--- config.mk ---
export PLATFORM = sky130hd
export DESIGN_NAME = masked_threshold_centroid_top
export DESIGN_NICKNAME = d
export VERILOG_FILES = /design/src/design/mtc_pkg.sv /design/src/design/masked_threshold_centroid_top.sv /design/src/design/mtc_front.sv /design/src/design/mtc_fifo.sv /design/src/design/mtc_back.sv
export VERILOG_INCLUDE_DIRS = /design/src /design/src/design
export SDC_FILE = /design/constraint.sdc
export NUM_CORES = 1
export LEC_CHECK = 0
export BUFFER_PORTS_ARGS = -buffer_cell sky130_fd_sc_hd__buf_2
export CAP_MARGIN = 30
export CELL_PAD_IN_SITES_DETAIL_PLACEMENT = 0
export CELL_PAD_IN_SITES_GLOBAL_PLACEMENT = 1
export CORE_MARGIN = 3
export CORE_UTILIZATION = 40
export DETAILED_ROUTE_END_ITERATION = 6
export PLACE_DENSITY_LB_ADDON = 0.1
export SETUP_SLACK_MARGIN = 0.5
export SYNTH_ARGS = -nofsm -noshare
export SYNTH_HDL_FRONTEND = slang
export SYNTH_SLANG_ARGS = --single-unit
--- constraint.sdc ---
create_clock -name clk_i -period 5.29 [get_ports clk_i]
set_input_delay 0.2645 -clock clk_i [delete_from_list [all_inputs] [get_ports clk_i]]
set_output_delay 0.2645 -clock clk_i [all_outputs]
set_load 0.03 [all_outputs]
--- src/design/masked_threshold_centroid_top_macros.svh ---
// ----------------------------------------------------------------------------
// Assertion macros for the masked threshold centroid block
// Shorthand for clocked implications, sampled on clk_i and off during reset.
// ----------------------------------------------------------------------------
`ifndef MASKED_THRESHOLD_CENTROID_TOP_MACROS_SVH
`define MASKED_THRESHOLD_CENTROID_TOP_MACROS_SVH

// Consequent checked in the same cycle as the antecedent
`define MTC_ASSERT_SAME(lbl, ante, cons, msg) \
  lbl: assert property (@(posedge clk_i) disable iff (!rst_ni) (ante) |-> (cons)) \
    else $error(msg);

// Consequent checked in the cycle after the antecedent
`define MTC_ASSERT_NEXT(lbl, ante, cons, msg) \
  lbl: assert property (@(posedge clk_i) disable iff (!rst_ni) (ante) |=> (cons)) \
    else $error(msg);

`endif

--- src/design/mtc_pkg.sv ---
// ----------------------------------------------------------------------------
// mtc_pkg
// Shared widths, register indexes and types of the masked threshold centroid.
// ----------------------------------------------------------------------------
package mtc_pkg;

  // Parameter defaults
  localparam int unsigned MAX_COLS_DEF  = 1024;
  localparam int unsigned MAX_ROWS_DEF  = 1024;
  localparam int unsigned FRAC_BITS_DEF = 8;

  // Field widths
  localparam int unsigned COORD_W = 10;
  localparam int unsigned VALUE_W = 8;
  localparam int unsigned EDGE_W  = 12;
  localparam int unsigned THR_W   = 9;
  localparam int unsigned LIM_W   = 13;
  localparam int unsigned MASS_W  = 20;
  localparam int unsigned MOM_W   = 30;
  localparam int unsigned FX_W    = 19;
  localparam int unsigned PROBE_W = 11;
  localparam int unsigned CFG_IDX_W  = 3;
  localparam int unsigned CFG_DATA_W = 10;

  // Frame queue depth
  localparam int unsigned QDEPTH = 2;

  // Configuration register indexes
  localparam logic [CFG_IDX_W-1:0] CFG_ROI_FIRST_COL    = 3'd0;
  localparam logic [CFG_IDX_W-1:0] CFG_ROI_LAST_COL     = 3'd1;
  localparam logic [CFG_IDX_W-1:0] CFG_ROI_FIRST_ROW    = 3'd2;
  localparam logic [CFG_IDX_W-1:0] CFG_ROI_LAST_ROW     = 3'd3;
  localparam logic [CFG_IDX_W-1:0] CFG_BRIGHT_THRESHOLD = 3'd4;

  // Accumulated totals of one finished frame
  typedef struct packed {
    logic [MASS_W-1:0] mass;
    logic [MOM_W-1:0]  row_mom;
    logic [MOM_W-1:0]  col_mom;
  } mtc_frame_t;

  // Queue occupancy flags
  typedef struct packed {
    logic full;
    logic empty;
  } mtc_fifo_stat_t;

endpackage

--- src/design/masked_threshold_centroid_top.sv ---
// Pixels: one accepted per cycle; a pixel stalls only while the frame queue
// (two frames) is full.
// Result: the totals of a finished frame pass through the queue and the
// bit-serial divider, which yields one quotient bit a cycle, into the output register.
// Reset: asynchronous, active low; clears accumulators, queue, divider control
// and the output valid; configuration returns to its documented values.
// ----------------------------------------------------------------------------
// masked_threshold_centroid_top
// Thresholded, masked centroid of a raster frame with a decoupled divider.
// ----------------------------------------------------------------------------
module masked_threshold_centroid_top #(
  parameter int unsigned MAX_COLS  = mtc_pkg::MAX_COLS_DEF,
  parameter int unsigned MAX_ROWS  = mtc_pkg::MAX_ROWS_DEF,
  parameter int unsigned FRAC_BITS = mtc_pkg::FRAC_BITS_DEF
) (
  input  logic                               clk_i,
  input  logic                               rst_ni,
  input  logic                               cfg_we_i,
  input  logic [mtc_pkg::CFG_IDX_W-1:0]      cfg_idx_i,
  input  logic [mtc_pkg::CFG_DATA_W-1:0]     cfg_data_i,
  input  logic                               in_valid_i,
  output logic                               in_stall_o,
  input  logic [mtc_pkg::COORD_W-1:0]        pixel_row_i,
  input  logic [mtc_pkg::COORD_W-1:0]        pixel_col_i,
  input  logic [mtc_pkg::VALUE_W-1:0]        pixel_value_i,
  input  logic signed [mtc_pkg::EDGE_W-1:0]  left_limit_i,
  input  logic signed [mtc_pkg::EDGE_W-1:0]  right_limit_i,
  input  logic                               frame_end_i,
  output logic                               out_valid_o,
  input  logic                               out_stall_i,
  output logic [mtc_pkg::MASS_W-1:0]         bright_count_o,
  output logic [mtc_pkg::FX_W-1:0]           centroid_row_fx_o,
  output logic [mtc_pkg::FX_W-1:0]           centroid_col_fx_o,
  output logic [mtc_pkg::PROBE_W-1:0]        probe_row_o,
  output logic [mtc_pkg::PROBE_W-1:0]        probe_col_o
);
  import mtc_pkg::*;

  logic           push, pop;
  mtc_frame_t     frame_in, frame_out;
  mtc_fifo_stat_t fifo_stat;

  // Classify and accumulate
  mtc_front #(
    .MAX_COLS (MAX_COLS),
    .MAX_ROWS (MAX_ROWS)
  ) u_front (
    .clk_i         (clk_i),
    .rst_ni        (rst_ni),
    .cfg_we_i      (cfg_we_i),
    .cfg_idx_i     (cfg_idx_i),
    .cfg_data_i    (cfg_data_i),
    .in_valid_i    (in_valid_i),
    .in_stall_o    (in_stall_o),
    .pixel_row_i   (pixel_row_i),
    .pixel_col_i   (pixel_col_i),
    .pixel_value_i (pixel_value_i),
    .left_limit_i  (left_limit_i),
    .right_limit_i (right_limit_i),
    .frame_end_i   (frame_end_i),
    .fifo_stat_i   (fifo_stat),
    .push_o        (push),
    .frame_o       (frame_in)
  );

  // Queue finished frames
  mtc_fifo u_fifo (
    .clk_i   (clk_i),
    .rst_ni  (rst_ni),
    .push_i  (push),
    .frame_i (frame_in),
    .pop_i   (pop),
    .frame_o (frame_out),
    .stat_o  (fifo_stat)
  );

  // Divide and deliver
  mtc_back #(
    .FRAC_BITS (FRAC_BITS)
  ) u_back (
    .clk_i             (clk_i),
    .rst_ni            (rst_ni),
    .frame_i           (frame_out),
    .fifo_stat_i       (fifo_stat),
    .pop_o             (pop),
    .out_valid_o       (out_valid_o),
    .out_stall_i       (out_stall_i),
    .bright_count_o    (bright_count_o),
    .centroid_row_fx_o (centroid_row_fx_o),
    .centroid_col_fx_o (centroid_col_fx_o),
    .probe_row_o       (probe_row_o),
    .probe_col_o       (probe_col_o)
  );

  `include "masked_threshold_centroid_top_macros.svh"

  // Queue is never overrun or read when empty
  `MTC_ASSERT_SAME(a_no_push_full, push, !fifo_stat.full, "frame pushed into full queue")
  `MTC_ASSERT_SAME(a_no_pop_empty, pop, !fifo_stat.empty, "frame popped from empty queue")
  // A finished frame is waiting in the queue right after its last pixel
  `MTC_ASSERT_NEXT(a_frame_queued, in_valid_i && !in_stall_o && frame_end_i,
                   !fifo_stat.empty, "finished frame missing from queue")
  // An empty frame gives all-zero centroids
  `MTC_ASSERT_SAME(a_zero_frame, out_valid_o && (bright_count_o == '0),
                   (centroid_row_fx_o == '0) && (centroid_col_fx_o == '0) &&
                   (probe_row_o == '0) && (probe_col_o == '0),
                   "non-zero centroid for empty frame")

endmodule

--- src/design/mtc_front.sv ---
// ----------------------------------------------------------------------------
// mtc_front
// Holds the configuration, classifies each pixel and accumulates the frame
// mass and moments; hands the totals of each finished frame to the queue.
// ----------------------------------------------------------------------------
module mtc_front #(
  parameter int unsigned MAX_COLS = 1024,
  parameter int unsigned MAX_ROWS = 1024
) (
  input  logic                                  clk_i,
  input  logic                                  rst_ni,
  input  logic                                  cfg_we_i,
  input  logic [mtc_pkg::CFG_IDX_W-1:0]         cfg_idx_i,
  input  logic [mtc_pkg::CFG_DATA_W-1:0]        cfg_data_i,
  input  logic                                  in_valid_i,
  output logic                                  in_stall_o,
  input  logic [mtc_pkg::COORD_W-1:0]           pixel_row_i,
  input  logic [mtc_pkg::COORD_W-1:0]           pixel_col_i,
  input  logic [mtc_pkg::VALUE_W-1:0]           pixel_value_i,
  input  logic signed [mtc_pkg::EDGE_W-1:0]     left_limit_i,
  input  logic signed [mtc_pkg::EDGE_W-1:0]     right_limit_i,
  input  logic                                  frame_end_i,
  input  mtc_pkg::mtc_fifo_stat_t               fifo_stat_i,
  output logic                                  push_o,
  output mtc_pkg::mtc_frame_t                   frame_o
);
  import mtc_pkg::*;

  logic [COORD_W-1:0]       roi_first_col_q, roi_last_col_q;
  logic [COORD_W-1:0]       roi_first_row_q, roi_last_row_q;
  logic signed [THR_W-1:0]  thr_q;
  logic [MOM_W-1:0]         row_mom_q, row_mom_d;
  logic [MOM_W-1:0]         col_mom_q, col_mom_d;
  logic [MASS_W-1:0]        mass_q, mass_d;
  logic [MOM_W:0]           row_sum, col_sum;
  logic [MASS_W:0]          mass_sum;
  logic                     accept, hit;
  logic                     in_bounds, in_rows, in_cols, in_edges, bright;
  logic signed [EDGE_W-1:0] col_s;
  logic signed [THR_W-1:0]  val_s;

  // Write configuration registers
  always_ff @(posedge clk_i or negedge rst_ni) begin
    if (!rst_ni) begin
      roi_first_col_q <= '0;
      roi_last_col_q  <= '1;
      roi_first_row_q <= '0;
      roi_last_row_q  <= '1;
      thr_q           <= THR_W'(128);
    end else if (cfg_we_i) begin
      case (cfg_idx_i)
        CFG_ROI_FIRST_COL:    roi_first_col_q <= cfg_data_i[COORD_W-1:0];
        CFG_ROI_LAST_COL:     roi_last_col_q  <= cfg_data_i[COORD_W-1:0];
        CFG_ROI_FIRST_ROW:    roi_first_row_q <= cfg_data_i[COORD_W-1:0];
        CFG_ROI_LAST_ROW:     roi_last_row_q  <= cfg_data_i[COORD_W-1:0];
        CFG_BRIGHT_THRESHOLD: thr_q           <= signed'(cfg_data_i[THR_W-1:0]);
        default: ;
      endcase
    end
  end

  // Stall only while the queue has no room for a finished frame
  assign in_stall_o = fifo_stat_i.full;
  assign accept     = in_valid_i && !in_stall_o;

  // Classify the pixel
  assign col_s     = signed'(EDGE_W'(pixel_col_i));
  assign val_s     = signed'(THR_W'(pixel_value_i));
  assign in_bounds = (LIM_W'(pixel_row_i) < LIM_W'(MAX_ROWS)) &&
                     (LIM_W'(pixel_col_i) < LIM_W'(MAX_COLS));
  assign in_rows   = !pixel_row_i[0] &&
                     (pixel_row_i >= {roi_first_row_q[COORD_W-1:1], 1'b0}) &&
                     (pixel_row_i <= roi_last_row_q);
  assign in_cols   = (pixel_col_i >= roi_first_col_q) && (pixel_col_i <= roi_last_col_q);
  assign in_edges  = (col_s > left_limit_i) && (col_s < right_limit_i);
  assign bright    = val_s > thr_q;
  assign hit       = in_bounds && in_rows && in_cols && in_edges && bright;

  // Saturating accumulation, including the last pixel of the frame
  always_comb begin
    row_sum  = {1'b0, row_mom_q} + (MOM_W+1)'(pixel_row_i);
    col_sum  = {1'b0, col_mom_q} + (MOM_W+1)'(pixel_col_i);
    mass_sum = {1'b0, mass_q} + (MASS_W+1)'(1);
    row_mom_d = row_mom_q;
    col_mom_d = col_mom_q;
    mass_d    = mass_q;
    if (hit) begin
      row_mom_d = row_sum[MOM_W] ? '1 : row_sum[MOM_W-1:0];
      col_mom_d = col_sum[MOM_W] ? '1 : col_sum[MOM_W-1:0];
      mass_d    = mass_sum[MASS_W] ? '1 : mass_sum[MASS_W-1:0];
    end
  end

  // Hand the totals over on the last pixel
  assign push_o          = accept && frame_end_i;
  assign frame_o.mass    = mass_d;
  assign frame_o.row_mom = row_mom_d;
  assign frame_o.col_mom = col_mom_d;

  // Advance or clear the accumulators
  always_ff @(posedge clk_i or negedge rst_ni) begin
    if (!rst_ni) begin
      row_mom_q <= '0;
      col_mom_q <= '0;
      mass_q    <= '0;
    end else if (accept) begin
      if (frame_end_i) begin
        row_mom_q <= '0;
        col_mom_q <= '0;
        mass_q    <= '0;
      end else begin
        row_mom_q <= row_mom_d;
        col_mom_q <= col_mom_d;
        mass_q    <= mass_d;
      end
    end
  end

endmodule

--- src/design/mtc_fifo.sv ---
// ----------------------------------------------------------------------------
// mtc_fifo
// Short queue of finished frame totals between the pixel front and the
// centroid divider.
// ----------------------------------------------------------------------------
module mtc_fifo (
  input  logic                    clk_i,
  input  logic                    rst_ni,
  input  logic                    push_i,
  input  mtc_pkg::mtc_frame_t     frame_i,
  input  logic                    pop_i,
  output mtc_pkg::mtc_frame_t     frame_o,
  output mtc_pkg::mtc_fifo_stat_t stat_o
);
  import mtc_pkg::*;

  localparam int unsigned PtrW = (QDEPTH > 1) ? $clog2(QDEPTH) : 1;
  localparam int unsigned CntW = $clog2(QDEPTH + 1);

  mtc_frame_t        entry_q [QDEPTH];
  logic [PtrW-1:0]   wr_ptr_q, rd_ptr_q;
  logic [CntW-1:0]   count_q;

  assign stat_o.full  = (count_q == CntW'(QDEPTH));
  assign stat_o.empty = (count_q == '0);
  assign frame_o      = entry_q[rd_ptr_q];

  // Store the entry
  always_ff @(posedge clk_i) begin
    if (push_i) begin
      entry_q[wr_ptr_q] <= frame_i;
    end
  end

  // Advance pointers and occupancy
  always_ff @(posedge clk_i or negedge rst_ni) begin
    if (!rst_ni) begin
      wr_ptr_q <= '0;
      rd_ptr_q <= '0;
      count_q  <= '0;
    end else begin
      if (push_i) begin
        wr_ptr_q <= (wr_ptr_q == PtrW'(QDEPTH - 1)) ? '0 : wr_ptr_q + PtrW'(1);
      end
      if (pop_i) begin
        rd_ptr_q <= (rd_ptr_q == PtrW'(QDEPTH - 1)) ? '0 : rd_ptr_q + PtrW'(1);
      end
      if (push_i && !pop_i) begin
        count_q <= count_q + CntW'(1);
      end else if (pop_i && !push_i) begin
        count_q <= count_q - CntW'(1);
      end
    end
  end

endmodule

--- src/design/mtc_back.sv ---
// ----------------------------------------------------------------------------
// mtc_back
// Takes frame totals from the queue, divides both moments by the count one
// quotient bit a cycle and holds the result in the output register.
// ----------------------------------------------------------------------------
module mtc_back #(
  parameter int unsigned FRAC_BITS = 8
) (
  input  logic                           clk_i,
  input  logic                           rst_ni,
  input  mtc_pkg::mtc_frame_t            frame_i,
  input  mtc_pkg::mtc_fifo_stat_t        fifo_stat_i,
  output logic                           pop_o,
  output logic                           out_valid_o,
  input  logic                           out_stall_i,
  output logic [mtc_pkg::MASS_W-1:0]     bright_count_o,
  output logic [mtc_pkg::FX_W-1:0]       centroid_row_fx_o,
  output logic [mtc_pkg::FX_W-1:0]       centroid_col_fx_o,
  output logic [mtc_pkg::PROBE_W-1:0]    probe_row_o,
  output logic [mtc_pkg::PROBE_W-1:0]    probe_col_o
);
  import mtc_pkg::*;

  // Dividend (2*moment + count) << FRAC_BITS, divisor 2*count
  localparam int unsigned NumW = MOM_W + 2;
  localparam int unsigned DvdW = NumW + FRAC_BITS;
  localparam int unsigned DvsW = MASS_W + 1;
  localparam int unsigned RemW = MASS_W + 2;
  localparam int unsigned QW   = (FRAC_BITS + PROBE_W > FX_W) ? FRAC_BITS + PROBE_W : FX_W;
  localparam int unsigned CntW = $clog2(DvdW + 1);

  localparam logic [1:0] ST_IDLE = 2'd0;
  localparam logic [1:0] ST_DIV  = 2'd1;
  localparam logic [1:0] ST_DONE = 2'd2;

  logic [1:0]        state_q, state_d;
  logic [CntW-1:0]   step_q;
  logic [MASS_W-1:0] mass_q;
  logic [DvsW-1:0]   dvs_q;
  logic [DvdW-1:0]   dvd_row_q, dvd_col_q;
  logic [RemW-1:0]   rem_row_q, rem_col_q;
  logic [QW-1:0]     quo_row_q, quo_col_q;
  logic [NumW-1:0]   num_row, num_col;
  logic [RemW:0]     step_row, step_col;
  logic              load_out, zero_mass;

  // One restoring step: quotient bit on top, new remainder below
  function automatic logic [RemW:0] div_step(input logic [RemW-1:0] rem,
                                             input logic            dbit,
                                             input logic [DvsW-1:0] dvs);
    logic [RemW-1:0] rs;
    rs = {rem[RemW-2:0], dbit};
    if (rs >= RemW'(dvs)) begin
      div_step = {1'b1, rs - RemW'(dvs)};
    end else begin
      div_step = {1'b0, rs};
    end
  endfunction

  assign num_row  = NumW'({frame_i.row_mom, 1'b0}) + NumW'(frame_i.mass);
  assign num_col  = NumW'({frame_i.col_mom, 1'b0}) + NumW'(frame_i.mass);
  assign step_row = div_step(rem_row_q, dvd_row_q[DvdW-1], dvs_q);
  assign step_col = div_step(rem_col_q, dvd_col_q[DvdW-1], dvs_q);

  assign pop_o     = (state_q == ST_IDLE) && !fifo_stat_i.empty;
  assign load_out  = (state_q == ST_DONE) && (!out_valid_o || !out_stall_i);
  assign zero_mass = (mass_q == '0);

  // Sequence load, divide and hand-off
  always_comb begin
    state_d = state_q;
    case (state_q)
      ST_IDLE: if (pop_o) state_d = ST_DIV;
      ST_DIV:  if (step_q == CntW'(1)) state_d = ST_DONE;
      ST_DONE: if (load_out) state_d = ST_IDLE;
      default: state_d = ST_IDLE;
    endcase
  end

  always_ff @(posedge clk_i or negedge rst_ni) begin
    if (!rst_ni) begin
      state_q <= ST_IDLE;
      step_q  <= '0;
    end else begin
      state_q <= state_d;
      if (pop_o) begin
        step_q <= CntW'(DvdW);
      end else if (state_q == ST_DIV) begin
        step_q <= step_q - CntW'(1);
      end
    end
  end

  // Load operands, then shift one quotient bit in per cycle
  always_ff @(posedge clk_i) begin
    if (pop_o) begin
      mass_q    <= frame_i.mass;
      dvs_q     <= {frame_i.mass, 1'b0};
      dvd_row_q <= DvdW'(num_row) << FRAC_BITS;
      dvd_col_q <= DvdW'(num_col) << FRAC_BITS;
      rem_row_q <= '0;
      rem_col_q <= '0;
      quo_row_q <= '0;
      quo_col_q <= '0;
    end else if (state_q == ST_DIV) begin
      dvd_row_q <= dvd_row_q << 1;
      dvd_col_q <= dvd_col_q << 1;
      rem_row_q <= step_row[RemW-1:0];
      rem_col_q <= step_col[RemW-1:0];
      quo_row_q <= {quo_row_q[QW-2:0], step_row[RemW]};
      quo_col_q <= {quo_col_q[QW-2:0], step_col[RemW]};
    end
  end

  // Output register: hold until taken
  always_ff @(posedge clk_i or negedge rst_ni) begin
    if (!rst_ni) begin
      out_valid_o <= 1'b0;
    end else if (load_out) begin
      out_valid_o <= 1'b1;
    end else if (!out_stall_i) begin
      out_valid_o <= 1'b0;
    end
  end

  always_ff @(posedge clk_i) begin
    if (load_out) begin
      bright_count_o <= mass_q;
      if (zero_mass) begin
        centroid_row_fx_o <= '0;
        centroid_col_fx_o <= '0;
        probe_row_o       <= '0;
        probe_col_o       <= '0;
      end else begin
        centroid_row_fx_o <= quo_row_q[FX_W-1:0];
        centroid_col_fx_o <= quo_col_q[FX_W-1:0];
        probe_row_o       <= {quo_row_q[FRAC_BITS+1 +: PROBE_W-1], 1'b0};
        probe_col_o       <= {quo_col_q[FRAC_BITS+1 +: PROBE_W-1], 1'b0};
      end
    end
  end

endmodule

Yosys cells after proc, flatten, opt, wreduce, memory -nomap -nowiden
Memories as Yosys holds them, arrays and structs flattened.
Cells that the tools add are included.
{"block": "totals", "reg_bits": 386, "ramBits": 160, "input_bits": 71, "out_inout_bits": 82, "word_cells": 124, "memories": 1}
{"block": "classes", "n_addsub": 12, "n_lt_le_gt_ge": 9, "n_eq_ne": 12, "muxes": 29, "reduce_logical": 33}
{"name": "u_fifo.entry_q", "depth": 2, "word_bits": 80, "rd": 1, "rd_ports_with_merged_regs": 0, "write_ports": 1, "line_no": "mtc_fifo.sv:20", "text": "mtc_frame_t entry_q [QDEPTH];"}
{"operator": "30-bit 2-to-1 mux", "count": 6}
{"operator": "40-bit 2-to-1 mux", "count": 4}
{"operator": "31-bit by 20-bit adder with 32-bit output", "count": 2}
{"operator": "30-bit by 10-bit adder with 31-bit output", "count": 2}
{"operator": "20-bit 2-to-1 mux", "count": 3}
{"operator": "23-bit 2-to-1 mux", "count": 2}
{"operator": "22-bit by 21-bit greater-or-equal comparator with 1-bit output", "count": 2}
{"operator": "22-bit by 21-bit subtractor with 22-bit output", "count": 2}
{"operator": "20-bit by 1-bit adder with 21-bit output, second input constant", "count": 1}
{"operator": "10-bit greater-or-equal comparator", "count": 2}
{"operator": "10-bit <= comparator", "count": 2}
{"operator": "20-bit zero test", "count": 1}
{"operator": "1-bit logical AND", "count": 13}
{"operator": "11-bit by 12-bit greater-than comparator with 1-bit output", "count": 1}
{"operator": "11-bit by 12-bit less-than comparator with 1-bit output", "count": 1}
{"operator": "6-bit 2-to-1 mux", "count": 2}
{"operator": "2-bit 2-to-1 mux", "count": 5}
{"operator": "2-bit AND reduction", "count": 5}
{"operator": "9-bit greater-than comparator", "count": 1}
{"operator": "1-bit zero test", "count": 7}
{"operator": "3-bit by 2-bit == test with 1-bit output, second input constant", "count": 2}
{"operator": "6-bit by 1-bit == test with 1-bit output, second input constant", "count": 1}
{"operator": "1-bit 2-to-1 mux", "count": 6}
{"operator": "2-bit by 1-bit inequality test with 1-bit output, second input constant", "count": 3}
{"operator": "other kinds (15)", "count": 19}

Depth between registers and ports, before layout
Gate-level depths: netlist of the first run.
{"block": "logic_depth", "ltp_word": 8, "mapped_depth": 15, "depth_no_buf": 11}

Modules after synthesis
A second synthesis of the first run with hierarchy kept.
{"block": "unflattened", "cells_unflattened": 2775, "area_unflattened_um2": 28907.7}
{"module": "mtc_back", "n_inst": 1, "cells_per_inst": 1348, "area_each_um2": 12943.7, "seq_area_each_um2": 6060.8}
{"module": "mtc_front", "n_inst": 1, "cells_per_inst": 1162, "area_each_um2": 9604.2, "seq_area_each_um2": 3229.3}
{"module": "mtc_fifo", "n_inst": 1, "cells_per_inst": 265, "area_each_um2": 6359.8, "seq_area_each_um2": 4904.7}

Worst setup path before layout of the first run
OpenSTA, ideal clock, no wires.
{"block": "synth_timing", "path_type": "reg-to-reg", "startpoint": "reg u_fifo.count_q[0]", "endpoint": "mem u_fifo.entry_q[0][0] in the netlist's numbering (enable)", "setup_time_ns": 0.519, "arrival_ns": 4.586, "required_ns": 4.771, "path_slack_ns": 0.185, "path_stages_with_launch": 7, "n_path_buf": 2, "period_less_slack_ns": 5.105, "cell_sequence": "dfrtp_1 nand2b_1 and2_1 clkbuf_1 nand2_1 clkbuf_1 nor2_1"}
{"block": "synth_between", "elab_chain_cells": 6}
{"element": "start, declared", "line_no": "mtc_fifo.sv:22", "text": "logic [CntW-1:0] count_q;"}
{"element": "start signal, assigned", "line_no": "mtc_fifo.sv:49", "text": "count_q <= count_q + CntW'(1);"}
{"element": "start signal, assigned", "line_no": "mtc_fifo.sv:51", "text": "count_q <= count_q - CntW'(1);"}
{"element": "2-bit == test", "line_no": "mtc_fifo.sv:24", "text": "assign stat_o.full = (count_q == CntW'(QDEPTH));"}
{"element": "1-bit zero test", "line_no": "mtc_front.sv:64", "text": "assign accept = in_valid_i && !in_stall_o;"}
{"element": "1-bit logical AND", "line_no": "mtc_front.sv:64"}
{"element": "1-bit logical AND", "line_no": "mtc_front.sv:95", "text": "assign push_o = accept && frame_end_i;"}
{"element": "1-bit 2-to-1 mux", "line_no": "mtc_fifo.sv:30", "text": "if (push_i) begin"}
{"element": "1-bit 2-to-1 mux (not written as such)", "line_no": "mtc_fifo.sv:31", "text": "entry_q[wr_ptr_q] <= frame_i;"}
{"element": "end, declared", "line_no": "mtc_fifo.sv:20"}
Every way passes these cells.

==> summary.txt, run 1 <==
Outcome: finished, final reports clean
Core area: 71,850 um^2
Psw: 6466 uW
Synth-to-Final Area Change: 13.32%
Largest net degree at the start of global routing: 92
Final Setup Violations: 0
Syn avg cell area: 10.11 um^2
Synth warn: 0
Largest family of logic cells by synthesized area: simple AND/OR/NAND/NOR gates
Flops & latches, synth: 522
Crit Path Class: reg -> reg
Hold Slack: 81.71 ps
Crit end category: flop
Util after Layout: 46.04%
Detailed Routing Iterations Pass 1: 6
Max clock buf depth: 3
Clock skew: 41.82 ps
CTS H-tree depth: 2
Initial Util: 40.63%
Root Driver: clkbuf_16
Die W: 276.2 um
Register Area: 14,200 um^2
Tcrit/Tclk final: 80.49%
Initial antenna violation count: 1
Worst slew margin: 33.78%
Synth Area in Compound Gates: 15.86%
Setup_tns: 0 ps
Buffers added on ports: 150
Final Routed Wirelength: 80,520 um
Num CTS Buffers: 59
Worst skew pair latency: 660 ps
Layout Cells excl Fill: 4,001
Die footprint: 76,270 um^2
DRT iter0 DRCs: 1,608
Count of final hold-check violations: 0
CTS tree: done
Fraction of layout cells with a size suffix above 1: 14.95%
Fmax: 234.8 MHz
CP cell instances: mux2_2 > ha_1 > fa_1 > a211oi_1 > o21ai_0 > a41oi_1 > o31ai_1 > a221o_1 > nor3_1 > inv_1 > o221ai_1
XOR/XNOR Fraction of Synth Area: 2.820%
Measured slew at the worst slew-check pin: 985.1 ps
Peak supply drop: 0.3389 mV
Dominant cells by area after synthesis: edfxtp_1, dfrtp_1, ha_1
Leak: 0.01355 uW
Drt drc: 0
Slowest-stage cell, CP: dfrtp_4
Post-synth cell types: 95
Power Dens Cells: 519.8 nW/um^2
Arr. time, crit path: 4750 ps
Multi-input gate area: 13,840 um^2
Max cap viols: 0
Synth Area in Simple Gates: 16.23%
Post-Synthesis Cells: 2,887
Routed len/inst: 20.12 um
Clk sink count: 522
Worst-path fanout max: 31
Final #Nets: 3,244
CP Launch Type: flop
Fin. max-slew vios: 0
Synthesized cell area: 29,200 um^2
Post-CTS sizing: 0
Post-synth EDFFs: 301
Gpl congestion: 0.8606
Part of the power in registers: 34.9%
Reg clk slew, reported paths: 70 ps
Slowest stage delay, CP: 710 ps
FILL cells: 6,817
GRT Residual Overflow: 0
Ports: 153
Adder-cell share of the synthesized area: 7.611%
Vias in the first global route: 22,160
Rows: 98
Minimum clock period: 4258 ps
DR vias: 22,380
CP top delay family: compound AO/OA/AOI/OAI gates
Clock Power Share: 24.8%
Min-Delay Path Class: in -> reg
CP Buf/Inv Count: 1
First-pass GRT wire length: 127,100 um
Net Sw Frac: 37.60%
GR Util All Layers: 20.71%
HPWL after DPL: 57,030 um
Top FF cell, synth: edfxtp_1
Synth async-reset ratio: 27.01%
RSZ-0062 raised after global routing: no
Via density: 5.593
Placed cell count: 3,872
Antenna Nets Post-Route: 0
Die height: 276.2 um
Sequential area share after synthesis: 48.62%
Multiplexer share of the synthesized area: 4.641%
Critical path required time: 5780 ps
Logic pwr share: 40.3%
Post-synth top area share: 30.96%
Area leader, netlist: edfxtp_1
Internal Power: 10,730 uW
[sequential cells by signal, indices dropped and copies added, names as in the netlist, 6 cells and up]
| register | count |
|---|---|
| u_fifo.entry_q | 160 |
| u_back.dvd_col_q | 32 |
| u_back.dvd_row_q | 31 |
| u_front.col_mom_q | 30 |
| u_front.row_mom_q | 30 |
| u_back.rem_col_q | 21 |
| u_back.rem_row_q | 21 |
| u_back.bright_count_o | 20 |
| u_back.mass_q | 20 |
| u_front.mass_q | 20 |
| u_back.quo_col_q | 19 |
| u_back.quo_row_q | 19 |
| u_back.probe_col_o | 10 |
| u_back.probe_row_o | 10 |
| u_front.roi_first_col_q | 10 |
| u_front.roi_last_col_q | 10 |
| u_front.roi_last_row_q | 10 |
| u_back.centroid_col_fx_o | 9 |
| u_back.centroid_row_fx_o | 9 |
| u_front.roi_first_row_q | 9 |
| u_front.thr_q | 9 |
| u_back.step_q | 6 |
[synthesized netlist by cell type (all sizes together), types with 42 or more instances]
cell type / number
nor2: 129
o21ai: 230
dfrtp: 120
a21oi: 172
nand2: 358
nor2b: 60
inv: 136
a21o: 48
and3: 42
a31oi: 49
clkbuf: 100
nand3: 98
buf: 55
nor3: 82
ha: 168
edfxtp: 301
mux2: 91
xnor2: 51
dfxtp: 80
xor2: 43
[cell type report]
cell class              count  area share (%)
clock inverters            41           1.309
diodes                      1        0.007564
well taps                 950           3.593
inverters                 136           1.543
flip-flops and latches    522           42.92
multi-input cells        2074           41.83
clock buffers              71           4.879
repair buffers            206           3.922
[timing repair]
action,4_1_cts,5_1_grt
setup endpoints to repair,0,2
endpoints found under the hold margin,90,0
setup buffers,0,1
hold buffers,14,0
[worst paths after layout]
check                                              to                 start  cells past startpoint  slack, ps
setup / recovery                 u_back.dvd_col_q[33]       u_fifo.rd_ptr_q                     11       1030
hold / removal             u_front.roi_first_col_q[0]          cfg_idx_i[1]                      3         80
setup reg to reg                 u_back.dvd_col_q[33]       u_fifo.rd_ptr_q                     11       1030
hold reg to reg                  u_back.quo_col_q[18]  u_back.quo_col_q[18]                      2        460
max in group asynchronous          u_front.mass_q[18]                rst_ni                      3       3760
min in group asynchronous       u_front.col_mom_q[25]                rst_ni                      2        170
[logic make-up after synthesis]
logic type      after synthesis
simple gates                954
compound gates              726
flops                       522
buf+inv                     292
fa+ha+maj                   174
mux                         124
xor+xnor                     94
other cells                   1
[through the flow]
stage                     cell area (um^2)  setup WS (ps)  power, uW
after floorplan                      29200          824.6      11100
after global placement               30800          846.1      12810
after detailed placement             30850          786.7      12950
after CTS                            33030          814.0      17300
after global routing                 33080          740.1      18490
final                                33080           1032      17200
[power groups by stage]
stage,Clock (uW),Sequential [uW],Combinational (uW)
floorplan,0,5850,5250
global placement,0,6110,6700
detailed placement,0,6120,6830
CTS,4380,6050,6870
global route,4540,6110,7840
finish,4270,6000,6930
[worst register-to-register path, delay by kind of cell (launching register included)]
kind                       cells  cell delay [ps]
adders and majority gates      2              670
AOI/OAI and AO/OA              6             1960
muxes                          1              440
and+or+nand+nor                1              210
buffers and inverters          1              120
DFF                            1              710
[metal layers]
metal	routed length (um)	track usage (%)	vias up
met3	2986	2.271	149
met5	0	0	-
met1	37950	28.88	10850
li1	-	-	10860
met4	2565	7.082	0
met2	37020	33.61	520
[layout by cell type, fill, tap and decap left out, types with 43 or more instances in the layout]
| master | n |
|---|---|
| a21o_1 | 48 |
| a21oi_1 | 170 |
| a31oi_1 | 49 |
| ha_1 | 168 |
| nand3_1 | 96 |
| nor3_1 | 78 |
| nor2b_1 | 59 |
| xor2_1 | 43 |
| o21ai_0 | 227 |
| dfxtp_1 | 80 |
| mux2_2 | 90 |
| nor2_1 | 126 |
| inv_1 | 134 |
| clkbuf_16 | 61 |
| edfxtp_1 | 301 |
| dfrtp_1 | 119 |
| nand2_1 | 357 |
| buf_2 | 149 |
| xnor2_1 | 51 |
No activity file was read; power rests on OpenSTA's default activity.
==> run 2, diff against run 1 <==
--- a/config.mk
+++ b/config.mk
@@ -6,6 +6,7 @@
 export SDC_FILE = /design/constraint.sdc
 export NUM_CORES = 1
 export LEC_CHECK = 0
+export ABC_AREA = 1
 export BUFFER_PORTS_ARGS = -buffer_cell sky130_fd_sc_hd__buf_2
 export CAP_MARGIN = 30
 export CELL_PAD_IN_SITES_DETAIL_PLACEMENT = 0
==> constraint.sdc (replaced) <==
create_clock -name clk_i -period 4.2 [get_ports clk_i]
set_input_delay 0.21 -clock clk_i [delete_from_list [all_inputs] [get_ports clk_i]]
set_output_delay 0.21 -clock clk_i [all_outputs]
set_load 0.03 [all_outputs]
==> run 2 against run 1 <==
Compared with the run above: utilization decreased by 0.22 points; sequential power increased by 24%; final cell count increased by 29%; synthesized cell count increased by 37%; die area increased by 7.1%; total power increased by 34%; synthesized area increased by 7.3%.
==> summary.txt, run 2 <==
Critical path required time: 4590 ps (was 5780 ps)
Max cap viols: 0 (unchanged)
Peak supply drop: 0.3628 mV (was 0.3389 mV)
Crit end category: flop (unchanged)
Dominant cells by area after synthesis: edfxtp_1, nand2_1, dfrtp_1 (was edfxtp_1, dfrtp_1, ha_1)
Post-synth top area share: 28.86% (was 30.96%)
Post-synth top cells: nand2_1, inv_1, nor2_1 (was nand2_1, edfxtp_1, o21ai_0)
Worst skew pair latency: 640 ps (was 660 ps)
Vias in the first global route: 24,690 (was 22,160)
Die height: 285.8 um (was 276.2 um)
Biggest regs: u_fifo.entry_q x160, u_back.dvd_col_q x32, u_back.dvd_row_q x31 (unchanged)
Final Setup Violations: 0 (unchanged)
GRT Residual Overflow: 0 (unchanged)
Synth async-reset ratio: 27.01% (unchanged)
Reg clk slew, reported paths: 60 ps (was 70 ps)
Die footprint: 81,700 um^2 (was 76,270 um^2)
Sequential area share after synthesis: 45.32% (was 48.62%)
Post-Synthesis Cells: 3,950 (was 2,887)
Tcrit/Tclk final: 78.90% (was 80.49%)
Util after Layout: 45.82% (was 46.04%)
Hold Buf Count CTS: 11 (was 14)
Synth-to-Final Area Change: 12.22% (was 13.32%)
Commonest cells after routing, fill and taps aside: nand2_1, inv_1, nor2_1 (was nand2_1, edfxtp_1, o21ai_0)
CP Launch Type: flop (unchanged)
Most common cell after layout, fill and taps aside: nand2_1 (unchanged)
Outcome: finished, final reports clean (unchanged)
Fin. max-slew vios: 0 (unchanged)
Buffers added on ports: 150 (unchanged)
Setup Slack @ Placement: 809.0 ps (was 786.7 ps)
Core area: 76,710 um^2 (was 71,850 um^2)
Minimum clock period: 3314 ps (was 4258 ps)
Area leader, netlist: edfxtp_1 (unchanged)
Worst slew margin: 36.67% (was 33.78%)
Clk sink count: 522 (unchanged)
HPWL after DPL: 63,790 um (was 57,030 um)
Post-synth cell types: 55 (was 95)
Fraction of layout cells with a size suffix above 1: 10.31% (was 14.95%)
Leak: 0.01650 uW (was 0.01355 uW)
Fmax: 301.8 MHz (was 234.8 MHz)
Drt drc: 0 (unchanged)
First-pass GRT wire length: 137,200 um (was 127,100 um)
Final Routed Wirelength: 86,170 um (was 80,520 um)
GR Util All Layers: 21.05% (was 20.71%)
Placed cell count: 5,030 (was 3,872)
Flops & latches, synth: 522 (unchanged)
Num CTS Buffers: 59 (unchanged)
Largest net degree at the start of global routing: 86 (was 92)
Gpl congestion: 0.8481 (was 0.8606)
CTS H-tree depth: 2 (unchanged)
DRT iter0 DRCs: 1,505 (was 1,608)
Initial Util: 40.83% (was 40.63%)
CTS tree: done (unchanged)
Synth warn: 0 (unchanged)
Via density: 4.919 (was 5.593)
Multi-input gate area: 14,760 um^2 (was 13,840 um^2)
Crit Path Class: reg -> reg (unchanged)
Detailed Routing Iterations Pass 1: 5 (was 6)
Final #Nets: 4,317 (was 3,244)
Worst-path fanout max: 31 (unchanged)
Antenna Nets Post-Route: 0 (unchanged)
Syn avg cell area: 7.930 um^2 (was 10.11 um^2)
DR vias: 25,350 (was 22,380)
Layout Cells excl Fill: 5,153 (was 4,001)
Root Driver: clkbuf_16 (unchanged)
Die W: 285.8 um (was 276.2 um)
Initial antenna violation count: 1 (unchanged)
Max FFs per register: 160 (unchanged)
Min-Delay Path Class: in -> reg (unchanged)
Clock skew: 24.74 ps (was 41.82 ps)
Post-CTS sizing: 0 (unchanged)
Largest Register: u_fifo.entry_q (unchanged)
Count of final hold-check violations: 0 (unchanged)
Most numerous cell in the Yosys netlist: nand2_1 (unchanged)
Register Area: 14,200 um^2 (about the same)
Max clock buf depth: 3 (unchanged)
Top FF cell, synth: edfxtp_1 (unchanged)
Final worst slack: 886.1 ps (was 1032 ps)
Ports: 153 (unchanged)
Rows: 101 (was 98)
Measured slew at the worst slew-check pin: 947.8 ps (was 985.1 ps)
FILL cells: 7,726 (was 6,817)
Power Dens Cells: 656.4 nW/um^2 (was 519.8 nW/um^2)
Number of setup buffers added after CTS: 0 (unchanged)
Arr. time, crit path: 3700 ps (was 4750 ps)
Post-synth EDFFs: 301 (unchanged)
Synthesized cell area: 31,320 um^2 (was 29,200 um^2)
RSZ-0062 raised after global routing: no (unchanged)
Routed len/inst: 16.72 um (was 20.12 um)
## run 2: cell count changes in the layout (fill, tap and decap cells not counted), moves of 42 or more
| cell | change |
|---|---|
| nor2b_1 | -59 |
| mux2_2 | -90 |
| nor2_1 | +180 |
| and3_1 | -42 |
| o21ai_0 | -72 |
| nand3_1 | +184 |
| inv_1 | +302 |
| nor3_1 | -52 |
| nand2_1 | +955 |
| a21oi_1 | -47 |
## run 2: critical path, cell delays in order, from the launching register on
cell and delay [ps]:
dfrtp_2 510, inv_4 290, buf_4 230, nand2_1 60, nand2_1 60, ha_1 180
fa_1 220, nand2_1 60, nand2_1 60, o21ai_0 180, o21ai_1 410, inv_1 140
o21ai_1 290, nand2_1 110, nand2_1 100, nand2_1 50, nand3_1 60, nand2_1 60
## run 2: metrics by stage
| step | cell area, um^2 | hold WS, ps | setup TNS [ps] | power [uW] |
|---|---|---|---|---|
| 6_report | 35150 | 53.56 | 0 | 23070 |
| 3_5_place_dp | 32970 | 355.4 | 0 | 17710 |
| 4_1_cts | 35150 | 2.896 | 0 | 23330 |
| 3_3_place_gp | 32970 | 352.8 | 0 | 17720 |
| 5_1_grt | 35150 | 33.75 | 0 | 24970 |
| 2_1_floorplan | 31330 | -85.59 | -74590 | 14930 |
## run 2: kinds of logic (layout without fill, tap and decap cells)
family / after synthesis / after routing / share of synthesized area [%]
AND/OR/NAND/NOR: 2154 / 2154 / 29.60
buffers and inverters: 582 / 753 / 7.781
flip-flops: 522 / 522 / 45.32
AO/OA/AOI/OAI: 427 / 427 / 7.670
adder cells (fa/ha/maj): 174 / 174 / 7.094
XOR/XNOR: 87 / 87 / 2.433
multiplexers: 3 / 3 / 0.09587
other: 1 / 3 / 0.01197
## run 2: power by group
group          internal, uW  leakage [uW]  switching, uW  total [uW]
sequential             6910       0.00536            527        7440
combinational          3360        0.0101           6770       10100
clock                  3240       0.00100           2260        5500
## run 2: final cells by class
cell class	count	area share, %
timing repair buffer	193	3.257
inverter	449	4.809
sequential	522	40.39
tap	1030	3.667
antenna	1	0.007119
clock buffer	67	4.314
clock inverter	44	1.570
multi-input combinational	2847	41.99
## run 2: metal layers
| metal | routed length, um | up-vias | GRT usage (%) |
|---|---|---|---|
| met5 | 0 | - | 0 |
| met3 | 3219 | 100 | 2.406 |
| met1 | 41080 | 11670 | 29.13 |
| met4 | 1874 | 0 | 5.041 |
| met2 | 39990 | 426 | 35.32 |
| li1 | - | 13150 | - |
## run 2: worst paths after layout
path | from | cells after the start | slack [ps] | end
max in group asynchronous | rst_ni | 3 | 2890 | u_front.roi_last_row_q[4]
worst max register to register | u_fifo.rd_ptr_q | 17 | 890 | u_back.dvd_col_q[35]
min in group asynchronous | rst_ni | 2 | 170 | u_front.col_mom_q[24]
worst max-delay path | u_fifo.rd_ptr_q | 17 | 890 | u_back.dvd_col_q[35]
worst min register to register | u_back.quo_row_q[18] | 2 | 480 | u_back.quo_row_q[18]
worst min-delay path | cfg_data_i[3] | 3 | 50 | u_front.roi_first_row_q[3]
